--- config.mk ---
export PLATFORM = sky130hd
export DESIGN_NAME = kway_merge_min_heap_unit
export DESIGN_NICKNAME = d
export VERILOG_FILES = /design/src/sv/kwmh_pkg.sv /design/src/sv/kway_merge_min_heap_unit.sv
export VERILOG_INCLUDE_DIRS = /design/src /design/src/sv
export SDC_FILE = /design/constraint.sdc
export NUM_CORES = 1
export LEC_CHECK = 0
export ABC_AREA = 1
export BUFFER_PORTS_ARGS = -buffer_cell sky130_fd_sc_hd__buf_2
export CAP_MARGIN = 20
export CELL_PAD_IN_SITES_DETAIL_PLACEMENT = 1
export CELL_PAD_IN_SITES_GLOBAL_PLACEMENT = 2
export CORE_MARGIN = 2
export CORE_UTILIZATION = 43
export CTS_CLUSTER_SIZE = 25
export DETAILED_ROUTE_END_ITERATION = 16
export PLACE_DENSITY = 0.87
export SYNTH_ARGS = -nofsm -noshare
export SYNTH_HDL_FRONTEND = slang
export SYNTH_SLANG_ARGS = --single-unit
--- constraint.sdc ---
create_clock -name clk -period 7.5 [get_ports clk]
set_input_delay 0.75 -clock clk [delete_from_list [all_inputs] [get_ports clk]]
set_output_delay 0.75 -clock clk [all_outputs]
set_load 0.01 [all_outputs]
--- src/sv/kway_merge_min_heap_unit_macros.svh ---
// Assertion helpers for the heap RTL.
`ifndef KWAY_MERGE_MIN_HEAP_UNIT_MACROS_SVH
`define KWAY_MERGE_MIN_HEAP_UNIT_MACROS_SVH

// Same-cycle implication, checked outside reset.
`define KWMH_ASSERT_NOW(lbl, ante, cons) \
  lbl: assert property (@(posedge clk) disable iff (!rst_n) (ante) |-> (cons)) \
    else $error("kwmh same-cycle check failed");

// Next-cycle implication, checked outside reset.
`define KWMH_ASSERT_NEXT(lbl, ante, cons) \
  lbl: assert property (@(posedge clk) disable iff (!rst_n) (ante) |=> (cons)) \
    else $error("kwmh next-cycle check failed");

`endif

--- src/sv/kwmh_pkg.sv ---
package kwmh_pkg;

  localparam int unsigned SRC_W = 4;
  localparam int unsigned OUT_KEY_W = 32;
  localparam int unsigned OCC_W = 5;
  localparam int unsigned STATUS_W = 2;

  typedef enum logic {
    OP_INSERT  = 1'b0,
    OP_EXTRACT = 1'b1
  } opcode_t;

  typedef enum logic [STATUS_W-1:0] {
    ST_INSERTED  = 2'd0,
    ST_EXTRACTED = 2'd1,
    ST_FULL      = 2'd2,
    ST_EMPTY     = 2'd3
  } status_t;

  typedef struct packed {
    logic                        opcode;
    logic signed [OUT_KEY_W-1:0] key_value;
    logic [SRC_W-1:0]            source_list;
  } in_item_t;

  typedef struct packed {
    logic signed [OUT_KEY_W-1:0] min_value;
    logic [SRC_W-1:0]            min_list;
    logic [STATUS_W-1:0]         status;
    logic [OCC_W-1:0]            occupancy;
  } out_item_t;

endpackage

--- src/sv/kway_merge_min_heap_unit.sv ---
// Sequence: a rejected insert, an empty extract or a first insert goes straight to the
//   response state; any other insert climbs, reading and comparing the parent per level;
//   an extract reads the root, then the last entry, and unless the heap is now empty sifts
//   it down, reading left then right child per level. The result then waits in S_RESP.
// One item at a time: the next is taken once the result is loaded; out_ready stalls delay that.
// Reset (rst_n low, synchronous) empties the heap; entries are not cleared.
`include "kway_merge_min_heap_unit_macros.svh"

module kway_merge_min_heap_unit #(
  parameter int unsigned CAPACITY  = 16,
  parameter int unsigned KEY_WIDTH = 32
) (
  input  logic                clk,
  input  logic                rst_n,
  input  logic                in_valid,
  output logic                in_ready,
  input  kwmh_pkg::in_item_t  in_data,
  output logic                out_valid,
  input  logic                out_ready,
  output kwmh_pkg::out_item_t out_data
);

  localparam int unsigned AW = (CAPACITY > 1) ? $clog2(CAPACITY) : 1;
  localparam int unsigned CW = $clog2(CAPACITY + 1);
  localparam int unsigned XW = AW + 2;  // wide enough for 2*idx+2

  // One heap entry: key plus the list it came from.
  typedef struct packed {
    logic signed [KEY_WIDTH-1:0]  key;
    logic [kwmh_pkg::SRC_W-1:0]   src;
  } entry_t;

  typedef enum logic [3:0] {
    S_IDLE,
    S_UP_RD,
    S_UP_CMP,
    S_EX_ROOT,
    S_EX_LAST,
    S_EX_HOLD,
    S_DN_RDL,
    S_DN_RDR,
    S_DN_CMP,
    S_RESP
  } state_t;

  // Entry memory: one write and one registered read per cycle.
  entry_t mem [CAPACITY];
  entry_t rd_q;
  logic [AW-1:0] rd_addr;
  logic          wr_en;
  logic [AW-1:0] wr_addr;
  entry_t        wr_data;

  always_ff @(posedge clk) begin
    if (wr_en) begin
      mem[wr_addr] <= wr_data;
    end
    rd_q <= mem[rd_addr];
  end

  state_t              state_r, state_nxt;
  logic [CW-1:0]       cnt_r, cnt_nxt;
  logic [AW-1:0]       at_r, at_nxt;        // current hole position
  entry_t              hold_r, hold_nxt;    // entry being sifted
  entry_t              best_r, best_nxt;    // smaller of hold and left child
  logic                best_left_r, best_left_nxt;
  logic                right_ok_r, right_ok_nxt;
  kwmh_pkg::out_item_t pend_r, pend_nxt;    // result waiting for the output register
  kwmh_pkg::out_item_t out_r, out_nxt;
  logic                out_valid_r, out_valid_nxt;

  // Shared key comparator; operands are steered by state.
  logic signed [KEY_WIDTH-1:0] cmp_a, cmp_b;
  logic                        cmp_lt;
  assign cmp_lt = cmp_a < cmp_b;

  logic [XW-1:0] at_x, left_x, right_x, cnt_x;
  logic [AW-1:0] parent;
  entry_t        in_entry;

  assign at_x    = XW'(at_r);
  assign left_x  = (at_x << 1) + XW'(1);
  assign right_x = (at_x << 1) + XW'(2);
  assign cnt_x   = XW'(cnt_r);
  assign parent  = (at_r - AW'(1)) >> 1;

  assign in_entry.key = KEY_WIDTH'(in_data.key_value);
  assign in_entry.src = in_data.source_list;

  assign in_ready  = (state_r == S_IDLE);
  assign out_valid = out_valid_r;
  assign out_data  = out_r;

  always_comb begin
    state_nxt     = state_r;
    cnt_nxt       = cnt_r;
    at_nxt        = at_r;
    hold_nxt      = hold_r;
    best_nxt      = best_r;
    best_left_nxt = best_left_r;
    right_ok_nxt  = right_ok_r;
    pend_nxt      = pend_r;
    out_nxt       = out_r;
    out_valid_nxt = out_valid_r && !out_ready;
    rd_addr       = '0;
    wr_en         = 1'b0;
    wr_addr       = at_r;
    wr_data       = hold_r;
    cmp_a         = hold_r.key;
    cmp_b         = rd_q.key;

    case (state_r)
      S_IDLE: begin
        if (in_valid) begin
          pend_nxt = '0;
          if (in_data.opcode == kwmh_pkg::OP_INSERT) begin
            if (cnt_r == CW'(CAPACITY)) begin
              // Reject: heap unchanged.
              pend_nxt.status    = kwmh_pkg::ST_FULL;
              pend_nxt.occupancy = kwmh_pkg::OCC_W'(cnt_r);
              state_nxt          = S_RESP;
            end else begin
              pend_nxt.status    = kwmh_pkg::ST_INSERTED;
              pend_nxt.occupancy = kwmh_pkg::OCC_W'(cnt_r + CW'(1));
              cnt_nxt            = cnt_r + CW'(1);
              hold_nxt           = in_entry;
              at_nxt             = cnt_r[AW-1:0];
              if (cnt_r == '0) begin
                // First entry lands at the root directly.
                wr_en     = 1'b1;
                wr_addr   = '0;
                wr_data   = in_entry;
                state_nxt = S_RESP;
              end else begin
                state_nxt = S_UP_RD;
              end
            end
          end else begin
            if (cnt_r == '0) begin
              pend_nxt.status    = kwmh_pkg::ST_EMPTY;
              pend_nxt.occupancy = '0;
              state_nxt          = S_RESP;
            end else begin
              state_nxt = S_EX_ROOT;
            end
          end
        end
      end

      S_UP_RD: begin
        if (at_r == '0) begin
          // Hold reached the root: drop it there.
          wr_en     = 1'b1;
          state_nxt = S_RESP;
        end else begin
          rd_addr   = parent;
          state_nxt = S_UP_CMP;
        end
      end

      S_UP_CMP: begin
        // Hold climbs only while strictly smaller than its parent.
        cmp_a = hold_r.key;
        cmp_b = rd_q.key;
        if (cmp_lt) begin
          // Move the parent down into the hole and climb.
          wr_en     = 1'b1;
          wr_data   = rd_q;
          at_nxt    = parent;
          state_nxt = S_UP_RD;
        end else begin
          wr_en     = 1'b1;
          state_nxt = S_RESP;
        end
      end

      S_EX_ROOT: begin
        rd_addr   = '0;
        state_nxt = S_EX_LAST;
      end

      S_EX_LAST: begin
        pend_nxt.min_value = kwmh_pkg::OUT_KEY_W'(rd_q.key);
        pend_nxt.min_list  = rd_q.src;
        pend_nxt.status    = kwmh_pkg::ST_EXTRACTED;
        pend_nxt.occupancy = kwmh_pkg::OCC_W'(cnt_r - CW'(1));
        rd_addr            = AW'(cnt_r - CW'(1));
        cnt_nxt            = cnt_r - CW'(1);
        state_nxt          = S_EX_HOLD;
      end

      S_EX_HOLD: begin
        hold_nxt = rd_q;
        at_nxt   = '0;
        if (cnt_r == '0) begin
          state_nxt = S_RESP;
        end else begin
          state_nxt = S_DN_RDL;
        end
      end

      S_DN_RDL: begin
        // Stop once the hole has no left child.
        if (left_x >= cnt_x) begin
          wr_en     = 1'b1;
          state_nxt = S_RESP;
        end else begin
          rd_addr   = left_x[AW-1:0];
          state_nxt = S_DN_RDR;
        end
      end

      S_DN_RDR: begin
        cmp_a         = rd_q.key;
        cmp_b         = hold_r.key;
        best_left_nxt = cmp_lt;
        best_nxt      = cmp_lt ? rd_q : hold_r;
        right_ok_nxt  = (right_x < cnt_x);
        rd_addr       = right_x[AW-1:0];
        state_nxt     = S_DN_CMP;
      end

      S_DN_CMP: begin
        // Right child wins only when strictly smaller than the better of hold and left; ties keep that one.
        cmp_a = rd_q.key;
        cmp_b = best_r.key;
        if (right_ok_r && cmp_lt) begin
          wr_en     = 1'b1;
          wr_data   = rd_q;
          at_nxt    = right_x[AW-1:0];
          state_nxt = S_DN_RDL;
        end else if (best_left_r) begin
          wr_en     = 1'b1;
          wr_data   = best_r;
          at_nxt    = left_x[AW-1:0];
          state_nxt = S_DN_RDL;
        end else begin
          wr_en     = 1'b1;
          state_nxt = S_RESP;
        end
      end

      S_RESP: begin
        // Hold the result until the output register is free.
        if (!out_valid_r || out_ready) begin
          out_nxt       = pend_r;
          out_valid_nxt = 1'b1;
          state_nxt     = S_IDLE;
        end
      end

      default: begin
        state_nxt = S_IDLE;
      end
    endcase
  end

  always_ff @(posedge clk) begin
    if (!rst_n) begin
      state_r     <= S_IDLE;
      cnt_r       <= '0;
      out_valid_r <= 1'b0;
    end else begin
      state_r     <= state_nxt;
      cnt_r       <= cnt_nxt;
      out_valid_r <= out_valid_nxt;
    end
    at_r        <= at_nxt;
    hold_r      <= hold_nxt;
    best_r      <= best_nxt;
    best_left_r <= best_left_nxt;
    right_ok_r  <= right_ok_nxt;
    pend_r      <= pend_nxt;
    out_r       <= out_nxt;
  end

  `KWMH_ASSERT_NOW(a_full_occ, out_valid_r && out_r.status == kwmh_pkg::ST_FULL, out_r.occupancy == kwmh_pkg::OCC_W'(CAPACITY))
  `KWMH_ASSERT_NOW(a_empty_zero, out_valid_r && out_r.status == kwmh_pkg::ST_EMPTY, out_r.occupancy == '0 && out_r.min_value == '0)
  `KWMH_ASSERT_NEXT(a_insert_grows, in_valid && in_ready && in_data.opcode == kwmh_pkg::OP_INSERT && cnt_r != CW'(CAPACITY), cnt_r == $past(cnt_r) + CW'(1))
  `KWMH_ASSERT_NOW(a_hole_in_range, state_r == S_UP_RD || state_r == S_UP_CMP || state_r == S_DN_RDL, XW'(at_r) < cnt_x)

endmodule

==> impl_results.md <==
- Row cnt: 103
- Slowest stage delay, CP: 0.68 ns
- Worst hold margin: 0.397 ns
- Setup repair bufs after CTS: 0
- Fill cells: 8384
- Slowest CP cell: nand4_1
- Sequential power share: 36.8%
- Fin. Hold Viols: 0
- Fmax: 177 MHz
- Number of placed I/O pins: 86
- Finished Cell Area: 38600 sq um
- Primary FF master, synth: edfxtp_1
- Core Region: 78900 sq um
- Top cells by area, synth: edfxtp_1 65%, nor2_1 5.1%, o21ai_0 4.6%
- Most used cell along the critical path: nand2_1
- Post-synthesis to final-layout area growth: 12.8%
- Die X: 286 um
- Critical path required time: 7.60 ns
- Grt total ovfl: 0
- RSZ-0062 raised after global routing: false
- Routability Congestion: 0.871
- Post-synth EDFFs: 740
- Worst hold stages: 0
- CP Max Fanout: 63
- P per Cell Area: 555 nW/um^2
- Commonest non-fill, non-tap cells in the layout: 740 x edfxtp_1, 451 x nor2_1, 398 x nand2_1
- Worst skew pair latency: 0.65 ns
- Root buffer cell: clkbuf_16
- Cell Area, Synth: 34200 sq um
- Crit. End Element: flop
- Iter 0 DRT Violations: 2752
- Hold buffers post-CTS: 0
- Yosys top cell by area: edfxtp_1
- Starting Density: 43.4%
- Share of post-route cells with drive strength above 1: 11.1%
- Internal power: 12.3 mW
- DR vias: 25200
- Via density: 6.04
- # DRC: 0
- CTS Buf Count: 83
- Flop and latch count out of synthesis: 786
- Pin count of the biggest net entering global routing: 198
- CTS tree: built
- Max Cap Violations: 0
- Syn Area/Cell: 11.3 sq um
- Final net count: 3131
- Worst-path clk slew: 0.07 ns
- Detailed Place HPWL: 63900 um
- Sw Ratio: 42.8%
- Wirelength, routed: 111000 um
- Clk buf depth: 3
- Worst R2R Setup Slack: 1.84 ns
- Clock group share of total power: 20.4%
- Die height: 286 um
- Critical path type: flop to flop
- Routed wire per std cell: 26.6 um
- Slew margin rel.: 22.7%
- Placed cell areas: 35700 sq um
- Commonest non-fill, non-tap cell in the layout: edfxtp_1
- Syn. warnings: 0
- CP Cell Sequence: nor2_1, nand2_2, clkinv_1, nor2_4, buf_4, nand2_1, o21ai_0, ha_1, a21oi_1, nor2_1, a211oi_1, nand2_1, nand2_1, nand2_1, nand2_1, nand3_1, nand2_4, buf_4, nand2_1, o211ai_1, nand4_1
- Seq/Total Area, Yosys: 67.6%
- Combinational share of power: 42.9%
- Arr. time, crit path: 5.76 ns
- First-pass GRT wire length: 165000 um
- Distinct cells, synth: 43
- H-tree lvl count: 3
- Mapped Cells: 3018
- Syn Nets: 3103
- Clock skew: 0.0410 ns
- Initial antenna violation count: 2
- Slew Limit Fails: 0
- Setup violation total in the final timing report: 0
- Worst slew pin tran: 1.16 ns
- Switching pwr: 9.18 mW
- Status: completed
- Depth of the most critical reg-to-reg path: 21
- Pre-antenna DRT Iters: 6
- Sum Neg Setup Slack: 0 ns
- Die Area: 81900 sq um
- Sink Count: 786
- Static leakage: 13.5 nW
- Total GRT Usage: 26.9%
- Antenna viol nets, final: 0
- Minimum clock period: 5.66 ns
- Synth top area share: 64.9%
- Final worst-path cycle share: 75.5%
- Async SR Flop Fraction: 0%
- Hold/Removal Path Class: flop to flop
- IO Port Bufs: 85
- Post-CTS sizing: 0
- VDD IR max: 0.465 mV
- Vias in the first global route: 26000
- Critical Path Start Type: flop
==> logic make-up after synthesis <==
group | share of synthesized area [%]
xor+xnor | 0.128
fa+ha+maj | 1.61
simple gates | 12.3
flops | 67.6
buf+inv | 4.43
compound gates | 13.9
==> stage by stage <==
| step | setup WS [ns] | utilization [%] | instances | power (mW) |
|---|---|---|---|---|
| 4_1_cts | 1.95 | 49.0 | 4166 | 21.3 |
| 3_5_place_dp | 2.01 | 45.3 | 4011 | 16.9 |
| 3_3_place_gp | 2.29 | 45.3 | 4011 | 16.4 |
| 6_report | 1.84 | 49.0 | 4167 | 21.4 |
| 2_1_floorplan | 1.77 | - | 3018 | 13.7 |
| 5_1_grt | 1.37 | 49.0 | 4167 | 22.5 |
==> per-layer routing <==
| layer | GRT usage [%] | vias up | wire [um] |
|---|---|---|---|
| met5 | 0 | - | 0 |
| met4 | 11.8 | 0 | 4720 |
| met3 | 4.17 | 247 | 8900 |
| met2 | 44.0 | 1110 | 52300 |
| met1 | 35.6 | 12800 | 45200 |
| li1 | - | 11000 | - |
==> Yosys cell counts, types with 4 or more instances <==
cell type	count
o211ai_1	104
a31oi_1	5
nand2_1	399
inv_2	9
nor4_1	5
o311ai_1	30
dfxtp_1	46
or2_2	31
o21ai_0	316
buf_1	7
clkinv_1	4
o22ai_1	31
clkbuf_1	97
xor2_1	4
inv_1	153
edfxtp_1	740
buf_2	67
o32ai_1	72
buf_4	17
nor3_1	18
nor2_1	466
ha_1	44
o21a_1	31
o21ai_1	67
a21oi_1	124
nand3_1	63
nand4_1	44
==> state kept, by name (all words and copies together) (netlist names) <==
| register | flops |
|---|---|
| at_r | 4 |
| out_data | 43 |
| out_valid | 1 |
| best_r | 36 |
| hold_r | 36 |
| rd_q | 36 |
| right_ok_r | 1 |
| state_r | 4 |
| best_left_r | 1 |
| cnt_r | 5 |
| pend_r | 43 |
| mem | 576 |
==> power by group through the flow <==
stage | registers (mW) | logic [mW] | clock network [mW]
after global placement | 7.90 | 8.46 | 0
after floorplan | 7.68 | 6.04 | 0
after global routing | 7.94 | 9.99 | 4.57
after CTS | 7.86 | 9.07 | 4.41
after detailed placement | 7.94 | 8.96 | 0
final | 7.88 | 9.19 | 4.37
==> worst paths after layout <==
check | start | endpoint
setup / recovery | state_r[0]$_SDFFE_PN0P_ | mem[6][25]$_DFFE_PP_
hold / removal | pend_r[7]$_SDFFCE_PN0P_ | out_data[7]$_DFFE_PP_
setup reg to reg | state_r[0]$_SDFFE_PN0P_ | mem[6][25]$_DFFE_PP_
hold reg to reg | pend_r[7]$_SDFFCE_PN0P_ | out_data[7]$_DFFE_PP_
==> critical path: cells and delay by family, from the launching register on <==
kind                       cells  cell delay [ns]
and+or+nand+nor               13             2.87
buffers and inverters          3             0.93
AOI/OAI and AO/OA              4             0.53
DFF                            1             0.39
adders and majority gates      1             0.28
==> area by class of cell <==
| type | instances | area, sq um | share of cell area (%) |
|---|---|---|---|
| diodes | 1 | 2.50 | 0.00648 |
| repair buffers | 134 | 831 | 2.15 |
| clock inverters | 50 | 611 | 1.58 |
| flip-flops and latches | 786 | 23100 | 59.9 |
| clock buffers | 105 | 2290 | 5.94 |
| well taps | 1050 | 1310 | 3.40 |
| inverters | 167 | 636 | 1.65 |
| multi-input cells | 1874 | 9780 | 25.3 |
Note: power is estimated with default switching activity, not from simulation.
